### config.mk
export PLATFORM = sky130hd
export DESIGN_NAME = wait_for_graph_deadlock_detector
export DESIGN_NICKNAME = d
export VERILOG_FILES = /design/src/sv/wfg_pkg.sv /design/src/sv/wfg_ctrl.sv /design/src/sv/wfg_dp.sv /design/src/sv/wait_for_graph_deadlock_detector.sv
export SDC_FILE = /design/constraint.sdc
export NUM_CORES = 1
export LEC_CHECK = 0
export BUFFER_PORTS_ARGS = -buffer_cell sky130_fd_sc_hd__buf_2
export CELL_PAD_IN_SITES_DETAIL_PLACEMENT = 0
export CELL_PAD_IN_SITES_GLOBAL_PLACEMENT = 1
export CORE_UTILIZATION = 53
export CTS_BUF_LIST = sky130_fd_sc_hd__clkbuf_4 sky130_fd_sc_hd__clkbuf_8
export DETAILED_ROUTE_END_ITERATION = 8
export PLACE_DENSITY_LB_ADDON = 0.05
export SLEW_MARGIN = 30
export SYNTH_ARGS = -nofsm -noshare
export SYNTH_HDL_FRONTEND = slang
export SYNTH_SLANG_ARGS = --single-unit
### constraint.sdc
create_clock -name clk -period 7.4 [get_ports clk]
set_clock_uncertainty 0.1 [all_clocks]
set_input_delay 1.48 -clock clk [delete_from_list [all_inputs] [get_ports clk]]
set_output_delay 1.48 -clock clk [all_outputs]
set_load 0.05 [all_outputs]
### src/sv/wfg_pkg.sv
`timescale 1ns / 1ps
// ----------------------------------------------------------------------------
// wfg_pkg
// shared constants, op codes and controller/datapath interface structs
// ----------------------------------------------------------------------------
package wfg_pkg;

  localparam int MAX_TXNS = 16;
  localparam int SLOT_W   = $clog2(MAX_TXNS);
  localparam int DEPTH_W  = $clog2(MAX_TXNS + 1);
  localparam int FIELD_W  = 4;

  typedef enum logic [1:0] {
    OP_ADD_EDGE = 2'd0,
    OP_DEL_EDGE = 2'd1,
    OP_DEL_TXN  = 2'd2,
    OP_DETECT   = 2'd3
  } op_t;

  typedef struct packed {
    logic accept;
    logic root_try;
    logic step;
    logic scan;
    logic finish;
    logic load_out;
  } wfg_cmd_t;

  typedef struct packed {
    logic root_done;
    logic root_seen;
    logic empty;
    logic hit;
    logic scan_done;
    logic out_free;
  } wfg_sts_t;

endpackage

### src/sv/wfg_ctrl.sv
`timescale 1ns / 1ps
// ----------------------------------------------------------------------------
// wfg_ctrl
// sequencer for edits, the depth-first search and the victim scan
// ----------------------------------------------------------------------------
module wfg_ctrl (
  input  logic              clk,
  input  logic              rst_n,
  input  logic              in_tvalid,
  output logic              in_tready,
  input  wfg_pkg::op_t      op,
  input  wfg_pkg::wfg_sts_t sts,
  output wfg_pkg::wfg_cmd_t cmd
);
  import wfg_pkg::*;

  typedef enum logic [2:0] {
    S_IDLE,
    S_ROOT,
    S_STEP,
    S_SCAN,
    S_DONE
  } state_t;

  state_t state_r, state_nxt;

  always_comb begin
    state_nxt = state_r;
    cmd       = '0;
    in_tready = (state_r == S_IDLE);
    case (state_r)
      S_IDLE: begin
        if (in_tvalid) begin
          cmd.accept = 1'b1;
          state_nxt  = (op == OP_DETECT) ? S_ROOT : S_DONE;
        end
      end
      S_ROOT: begin
        if (sts.root_done) begin
          state_nxt = S_DONE;
        end else begin
          cmd.root_try = 1'b1;
          if (!sts.root_seen) state_nxt = S_STEP;
        end
      end
      S_STEP: begin
        if (sts.empty) begin
          state_nxt = S_ROOT;
        end else begin
          cmd.step = 1'b1;
          if (sts.hit) state_nxt = S_SCAN;
        end
      end
      S_SCAN: begin
        if (sts.scan_done) begin
          cmd.finish = 1'b1;
          state_nxt  = S_DONE;
        end else begin
          cmd.scan = 1'b1;
        end
      end
      S_DONE: begin
        if (sts.out_free) begin
          cmd.load_out = 1'b1;
          state_nxt    = S_IDLE;
        end
      end
      default: state_nxt = S_IDLE;
    endcase
  end

  always_ff @(posedge clk) begin
    if (!rst_n) begin
      state_r <= S_IDLE;
    end else begin
      state_r <= state_nxt;
    end
  end

endmodule

### src/sv/wfg_dp.sv
`timescale 1ns / 1ps
// ----------------------------------------------------------------------------
// wfg_dp
// adjacency matrix, search stacks, victim scan and result register
// ----------------------------------------------------------------------------
module wfg_dp (
  input  logic                           clk,
  input  logic                           rst_n,
  input  wfg_pkg::op_t                   op,
  input  logic [wfg_pkg::FIELD_W-1:0]    waiter,
  input  logic [wfg_pkg::FIELD_W-1:0]    holder,
  input  wfg_pkg::wfg_cmd_t              cmd,
  output wfg_pkg::wfg_sts_t              sts,
  output logic                           out_tvalid,
  input  logic                           out_tready,
  output logic                           deadlock,
  output logic [wfg_pkg::FIELD_W-1:0]    victim
);
  import wfg_pkg::*;

  logic [MAX_TXNS-1:0] edges_r   [MAX_TXNS];
  logic [SLOT_W-1:0]   path_r    [MAX_TXNS];
  logic [DEPTH_W-1:0]  cursor_r  [MAX_TXNS];
  logic [MAX_TXNS-1:0] visited_r;
  logic [MAX_TXNS-1:0] onstack_r;
  logic [DEPTH_W-1:0]  depth_r;
  logic [DEPTH_W-1:0]  root_r;
  logic [DEPTH_W-1:0]  k_r;
  logic [SLOT_W-1:0]   target_r;
  logic [SLOT_W-1:0]   best_r;
  logic                seen_r;
  logic                scan_r;
  logic                found_r;
  logic                out_valid_r;
  logic                out_dl_r;
  logic [FIELD_W-1:0]  out_victim_r;

  logic                w_ok, h_ok;
  logic [SLOT_W-1:0]   w_slot, h_slot;
  logic [SLOT_W-1:0]   top_idx, rd_idx, root_slot;
  logic [SLOT_W-1:0]   rd_node;
  logic [DEPTH_W-1:0]  cur;
  logic [MAX_TXNS-1:0] row, cand;
  logic                nb_any;
  logic [SLOT_W-1:0]   nb;
  logic                k_match;

  assign w_ok      = {1'b0, waiter} < (FIELD_W + 1)'(MAX_TXNS);
  assign h_ok      = {1'b0, holder} < (FIELD_W + 1)'(MAX_TXNS);
  assign w_slot    = SLOT_W'(waiter);
  assign h_slot    = SLOT_W'(holder);
  assign top_idx   = SLOT_W'(depth_r - DEPTH_W'(1));
  assign rd_idx    = scan_r ? k_r[SLOT_W-1:0] : top_idx;
  assign rd_node   = path_r[rd_idx];
  assign cur       = cursor_r[top_idx];
  assign row       = edges_r[rd_node];
  assign root_slot = root_r[SLOT_W-1:0];

  // lowest neighbor at or above the cursor
  always_comb begin
    for (int i = 0; i < MAX_TXNS; i++) begin
      cand[i] = row[i] && (DEPTH_W'(i) >= cur);
    end
    nb_any = |cand;
    nb     = '0;
    for (int i = MAX_TXNS - 1; i >= 0; i--) begin
      if (cand[i]) nb = SLOT_W'(i);
    end
  end

  assign k_match = seen_r || (rd_node == target_r);

  always_comb begin
    sts.root_done = (root_r == DEPTH_W'(MAX_TXNS));
    sts.root_seen = visited_r[root_slot];
    sts.empty     = (depth_r == '0);
    sts.hit       = nb_any && visited_r[nb] && onstack_r[nb];
    sts.scan_done = (k_r == depth_r);
    sts.out_free  = !out_valid_r || out_tready;
  end

  // adjacency matrix
  always_ff @(posedge clk) begin
    if (!rst_n) begin
      for (int i = 0; i < MAX_TXNS; i++) edges_r[i] <= '0;
    end else if (cmd.accept) begin
      case (op)
        OP_ADD_EDGE: if (w_ok && h_ok) edges_r[w_slot][h_slot] <= 1'b1;
        OP_DEL_EDGE: if (w_ok && h_ok) edges_r[w_slot][h_slot] <= 1'b0;
        OP_DEL_TXN: begin
          if (w_ok) begin
            for (int i = 0; i < MAX_TXNS; i++) begin
              if (SLOT_W'(i) == w_slot) edges_r[i] <= '0;
              else edges_r[i][w_slot] <= 1'b0;
            end
          end
        end
        default: ;
      endcase
    end
  end

  // search state
  always_ff @(posedge clk) begin
    if (!rst_n) begin
      visited_r <= '0;
      onstack_r <= '0;
      depth_r   <= '0;
      root_r    <= '0;
      k_r       <= '0;
      seen_r    <= 1'b0;
      scan_r    <= 1'b0;
      found_r   <= 1'b0;
      best_r    <= '0;
      target_r  <= '0;
    end else begin
      if (cmd.accept) begin
        visited_r <= '0;
        onstack_r <= '0;
        depth_r   <= '0;
        root_r    <= '0;
        found_r   <= 1'b0;
        best_r    <= '0;
      end
      if (cmd.root_try) begin
        root_r <= root_r + DEPTH_W'(1);
        if (!visited_r[root_slot]) begin
          visited_r[root_slot]           <= 1'b1;
          onstack_r[root_slot]           <= 1'b1;
          path_r[depth_r[SLOT_W-1:0]]    <= root_slot;
          cursor_r[depth_r[SLOT_W-1:0]]  <= '0;
          depth_r                        <= depth_r + DEPTH_W'(1);
        end
      end
      if (cmd.step) begin
        if (!nb_any) begin
          onstack_r[rd_node] <= 1'b0;
          depth_r            <= depth_r - DEPTH_W'(1);
        end else begin
          cursor_r[top_idx] <= DEPTH_W'(nb) + DEPTH_W'(1);
          if (!visited_r[nb]) begin
            visited_r[nb]                 <= 1'b1;
            onstack_r[nb]                 <= 1'b1;
            path_r[depth_r[SLOT_W-1:0]]   <= nb;
            cursor_r[depth_r[SLOT_W-1:0]] <= '0;
            depth_r                       <= depth_r + DEPTH_W'(1);
          end else if (onstack_r[nb]) begin
            target_r <= nb;
            k_r      <= '0;
            seen_r   <= 1'b0;
            scan_r   <= 1'b1;
            best_r   <= '0;
          end
        end
      end
      if (cmd.scan) begin
        k_r <= k_r + DEPTH_W'(1);
        if (k_match) begin
          seen_r <= 1'b1;
          if (!seen_r || rd_node > best_r) best_r <= rd_node;
        end
      end
      if (cmd.finish) begin
        found_r <= 1'b1;
        scan_r  <= 1'b0;
        if (!seen_r || target_r > best_r) best_r <= target_r;
      end
    end
  end

  // result register
  always_ff @(posedge clk) begin
    if (!rst_n) begin
      out_valid_r <= 1'b0;
    end else if (cmd.load_out) begin
      out_valid_r <= 1'b1;
    end else if (out_tready) begin
      out_valid_r <= 1'b0;
    end
  end

  always_ff @(posedge clk) begin
    if (cmd.load_out) begin
      out_dl_r     <= found_r;
      out_victim_r <= found_r ? FIELD_W'(best_r) : '0;
    end
  end

  assign out_tvalid = out_valid_r;
  assign deadlock   = out_dl_r;
  assign victim     = out_victim_r;

endmodule

### src/sv/wait_for_graph_deadlock_detector.sv
`timescale 1ns / 1ps
// ----------------------------------------------------------------------------
// wait_for_graph_deadlock_detector
// wait-for graph with edge edits and depth-first cycle detection
//
//   channel  dir  tdata fields (lsb first)                tuser
//   in_      in   op[1:0] waiter[5:2] holder[9:6]         -
//   out_     out  deadlock[0] victim[4:1]                 -
//
// edits: accept goes to the done state, which loads the result register
// detect: tries each root in turn, examines one edge per step, pops exhausted
//   nodes and returns to the root loop after each tree; ends when the roots
//   run out or after the victim scan, then loads the result register
// one item at a time; next item accepted while the result waits
// a result not yet taken holds the block in its load cycle
// synchronous active-low reset clears the graph and all control state
// ----------------------------------------------------------------------------
module wait_for_graph_deadlock_detector (
  input  logic        clk,
  input  logic        rst_n,
  input  logic        in_tvalid,
  output logic        in_tready,
  input  logic [15:0] in_tdata,   // op, waiter, holder
  output logic        out_tvalid,
  input  logic        out_tready,
  output logic [7:0]  out_tdata   // deadlock, victim
);
  import wfg_pkg::*;

  op_t                op;
  logic [FIELD_W-1:0] waiter, holder, victim;
  logic               deadlock;
  wfg_cmd_t           cmd;
  wfg_sts_t           sts;

  assign op     = op_t'(in_tdata[1:0]);
  assign waiter = in_tdata[5:2];
  assign holder = in_tdata[9:6];

  wfg_ctrl u_ctrl (
    .clk       (clk),
    .rst_n     (rst_n),
    .in_tvalid (in_tvalid),
    .in_tready (in_tready),
    .op        (op),
    .sts       (sts),
    .cmd       (cmd)
  );

  wfg_dp u_dp (
    .clk        (clk),
    .rst_n      (rst_n),
    .op         (op),
    .waiter     (waiter),
    .holder     (holder),
    .cmd        (cmd),
    .sts        (sts),
    .out_tvalid (out_tvalid),
    .out_tready (out_tready),
    .deadlock   (deadlock),
    .victim     (victim)
  );

  assign out_tdata = {3'b000, victim, deadlock};

endmodule

==> flow_metrics.py <==
metrics = {
    "critical_path": {
        "critical_path.top_delay_family": "compound AO/OA/AOI/OAI gates",
        "max_stage_delay_ns": 0.56,
        "endpoint_kind": "flop",
        "critPathMaxFanout": 19,
        "r2r_setup_slack_ns": 0.18,
        "critPathArrivalTime_ns": 7.46,
        "cp-start-kind": "flop",
        "cp_data_required_time_ns": 7.65,
        "crit_buf_inv": 7,
        "crit_path_frequent_cell": "buf_4",
        "critPathSlowestCell": "a211oi_1",
        "critPathKind": "flop to flop",
        "worst-path-stages": 25,
        "ff2ff_path_depth": 25,
    },
    "sta": {
        "maxSlewViolCount": 0,
        "min_period_over_period_pct": 97.5,
        "worst_slack_ns": 0.182,
        "relSlewSlack_pct": 24.7,
        "final.setup.tns_ns": 0,
        "hold-worst-slack_ns": 0.358,
        "finalHoldViolCount": 0,
        "fin_crit_ns": 7.22,
        "worst_slew_pin_slew_ns": 1.13,
        "setup_viol": 0,
        "maxClockFrequency_mhz": 139,
    },
    "global_routing": {
        "grt_pass1_wl_um": 144000,
        "grt_max_degree": 64,
        "grt_pass1_vias": 22100,
        "antenna_found_initial": 3,
        "track_usage_pct": 38.0,
        "overflow": 0,
    },
    "synth": {
        "avgSynthCellArea_um2": 9.83,
        "synth_top_area_cell": "edfxtp_1",
        "synth_commonest_cells": "414 x nor2_1, 405 x edfxtp_1, 247 x nand2_1",
        "synth_edf_count": 405,
        "syn_area_um2": 26900,
        "synth_most_common_cell": "nor2_1",
        "ys_warn_count": 0,
        "netlist_top_cells_area": "edfxtp_1 45%, nor2_1 5.8%, dfxtp_1 4.6%, o211ai_1 3.9%, nand2_1 3.4%",
        "ys_ff_latch": 467,
        "ys_async_sr_fraction_pct": 0,
        "synth_cells": 2738,
        "seq_area_frac_synth_pct": 49.8,
        "synth.distinct_cells": 99,
        "synth_top_area_share_pct": 45.2,
        "postSynth.topFlopCell": "edfxtp_1",
    },
    "clock_network": {
        "cts_hold_buf": 0,
        "clk_pin_slew_ns": 0.06,
        "cts_buffer_depth": 3,
        "insertion_delay_ns": 0.70,
        "htreeDepth": 3,
        "cts_tree": "built",
        "numCtsBuffers": 83,
        "root_buffer": "clkbuf_8",
        "cts_sinks": 467,
    },
    "routing": {
        "via_per_inst": 6.94,
        "drc": 0,
        "wirelength_um": 98100,
        "ant_nets": 0,
        "drt-pass1-iter-count": 6,
        "drtIter0Drc": 3614,
        "via_count": 23800,
        "wire_per_inst_um": 28.6,
    },
    "placement": {
        "pre_cts_slack_ns": 0.211,
        "hpwl_um": 65600,
        "place_inst": 3283,
        "io_buffers": 20,
        "place_congestion": 0.954,
    },
    "finish": {
        "fill_cells": 4511,
        "area_growth_syn_to_layout_pct": 9.41,
        "drive_above_1_share_pct": 14.2,
        "nets": 2739,
        "final_cells": 3433,
    },
    "die": {
        "die-area_um2": 51700,
        "die_height_um": 227,
        "row_count": 82,
        "start_util_pct": 53.7,
        "io-pin-count": 30,
        "core_area_um2": 50100,
        "chipWidth_um": 227,
    },
    "worst_hold_path": {
        "hold_class": "flop to flop",
        "worstHoldPathCells": 2,
    },
    "run": {
        "maxCapViolations": 0,
    },
    "outcome": {
        "status": "completed",
    },
}
worst min-delay path: stages, from the launching register on:
cell and delay [ns]:
dfxtp_1 0.30, nand2_1 0.05, a21oi_1 0.06
cells in the final DEF, fill, tap and decap left out, types with 67 or more instances in the layout:
master	Yosys	final
a21oi_1	115	111
buf_4	19	123
clkbuf_8	0	87
edfxtp_1	405	405
inv_1	70	70
mux2i_1	83	82
nand2_1	247	247
nand3_1	76	76
nor2_1	414	413
o211ai_1	141	141
o21ai_0	126	125
o221ai_1	67	67
per-stage QoR:
step           area, um2  util [%]
2_1_floorplan      26900         -
5_1_grt            29400      58.8
3_5_place_dp       27800      55.5
3_3_place_gp       27700      55.4
6_report           29400      58.8
4_1_cts            29400      58.7
repair_timing:
action,4_1_cts,5_1_grt
setup buffers,0,0
endpoints found under the hold margin,0,0
gates resized for setup,0,7
endpoints found under the setup margin,0,170
registers in the layout, indices dropped and copies added (netlist names):
name	cells
u_dp.root_r	5
u_dp.seen_r	1
u_dp.edges_r	256
u_dp.onstack_r	16
u_dp.depth_r	5
u_dp.target_r	4
u_ctrl.state_r	3
u_dp.cursor_r	80
u_dp.deadlock	1
u_dp.best_r	4
u_dp.out_tvalid	1
u_dp.k_r	5
u_dp.scan_r	1
u_dp.victim	4
u_dp.visited_r	16
u_dp.path_r	64
u_dp.found_r	1
per-layer routing:
metal	wire length (um)	up-vias	GRT usage [%]
li1	-	10200	-
met1	39400	11600	54.5
met2	41800	1673	55.0
met3	12500	272	8.35
met4	4410	2	17.2
met5	13	-	0
final timing paths:
check                                                         end                         start
worst max-delay path            u_dp.cursor_r[7][3]$_SDFFCE_PN0P_    u_dp.depth_r[0]$_SDFF_PN0_
worst min-delay path                 u_dp.onstack_r[2]$_SDFF_PN0_  u_dp.onstack_r[2]$_SDFF_PN0_
worst max register to register  u_dp.cursor_r[7][3]$_SDFFCE_PN0P_    u_dp.depth_r[0]$_SDFF_PN0_
worst min register to register       u_dp.onstack_r[2]$_SDFF_PN0_  u_dp.onstack_r[2]$_SDFF_PN0_
cells by family (layout without fill, tap and decap cells):
family          after synthesis  after routing  share of synthesized area (%)
fa+ha+maj                    23             23                           1.07
other cells                   1              5                         0.0139
buf+inv                     358            377                           5.76
simple gates                983            983                           16.5
flops                       467            467                           49.8
xor+xnor                     17             17                          0.553
mux                         121            121                           5.96
compound gates              768            768                           20.4
area by class of cell:
| cell class | count | area, um2 | area share, % |
|---|---|---|---|
| Sequential cell | 467 | 13400 | 45.5 |
| Tap cell | 672 | 841 | 2.86 |
| Antenna cell | 2 | 5.00 | 0.0170 |
| Timing Repair Buffer | 153 | 1220 | 4.15 |
| Clock inverter | 25 | 143 | 0.485 |
| Inverter | 76 | 288 | 0.978 |
| Multi-Input combinational cell | 1915 | 12100 | 41.0 |
| Clock buffer | 123 | 1470 | 4.99 |
Power is left out: the tool's default activity adds up to more than one toggle a clock period on the data nets, which glitch-free logic cannot reach.
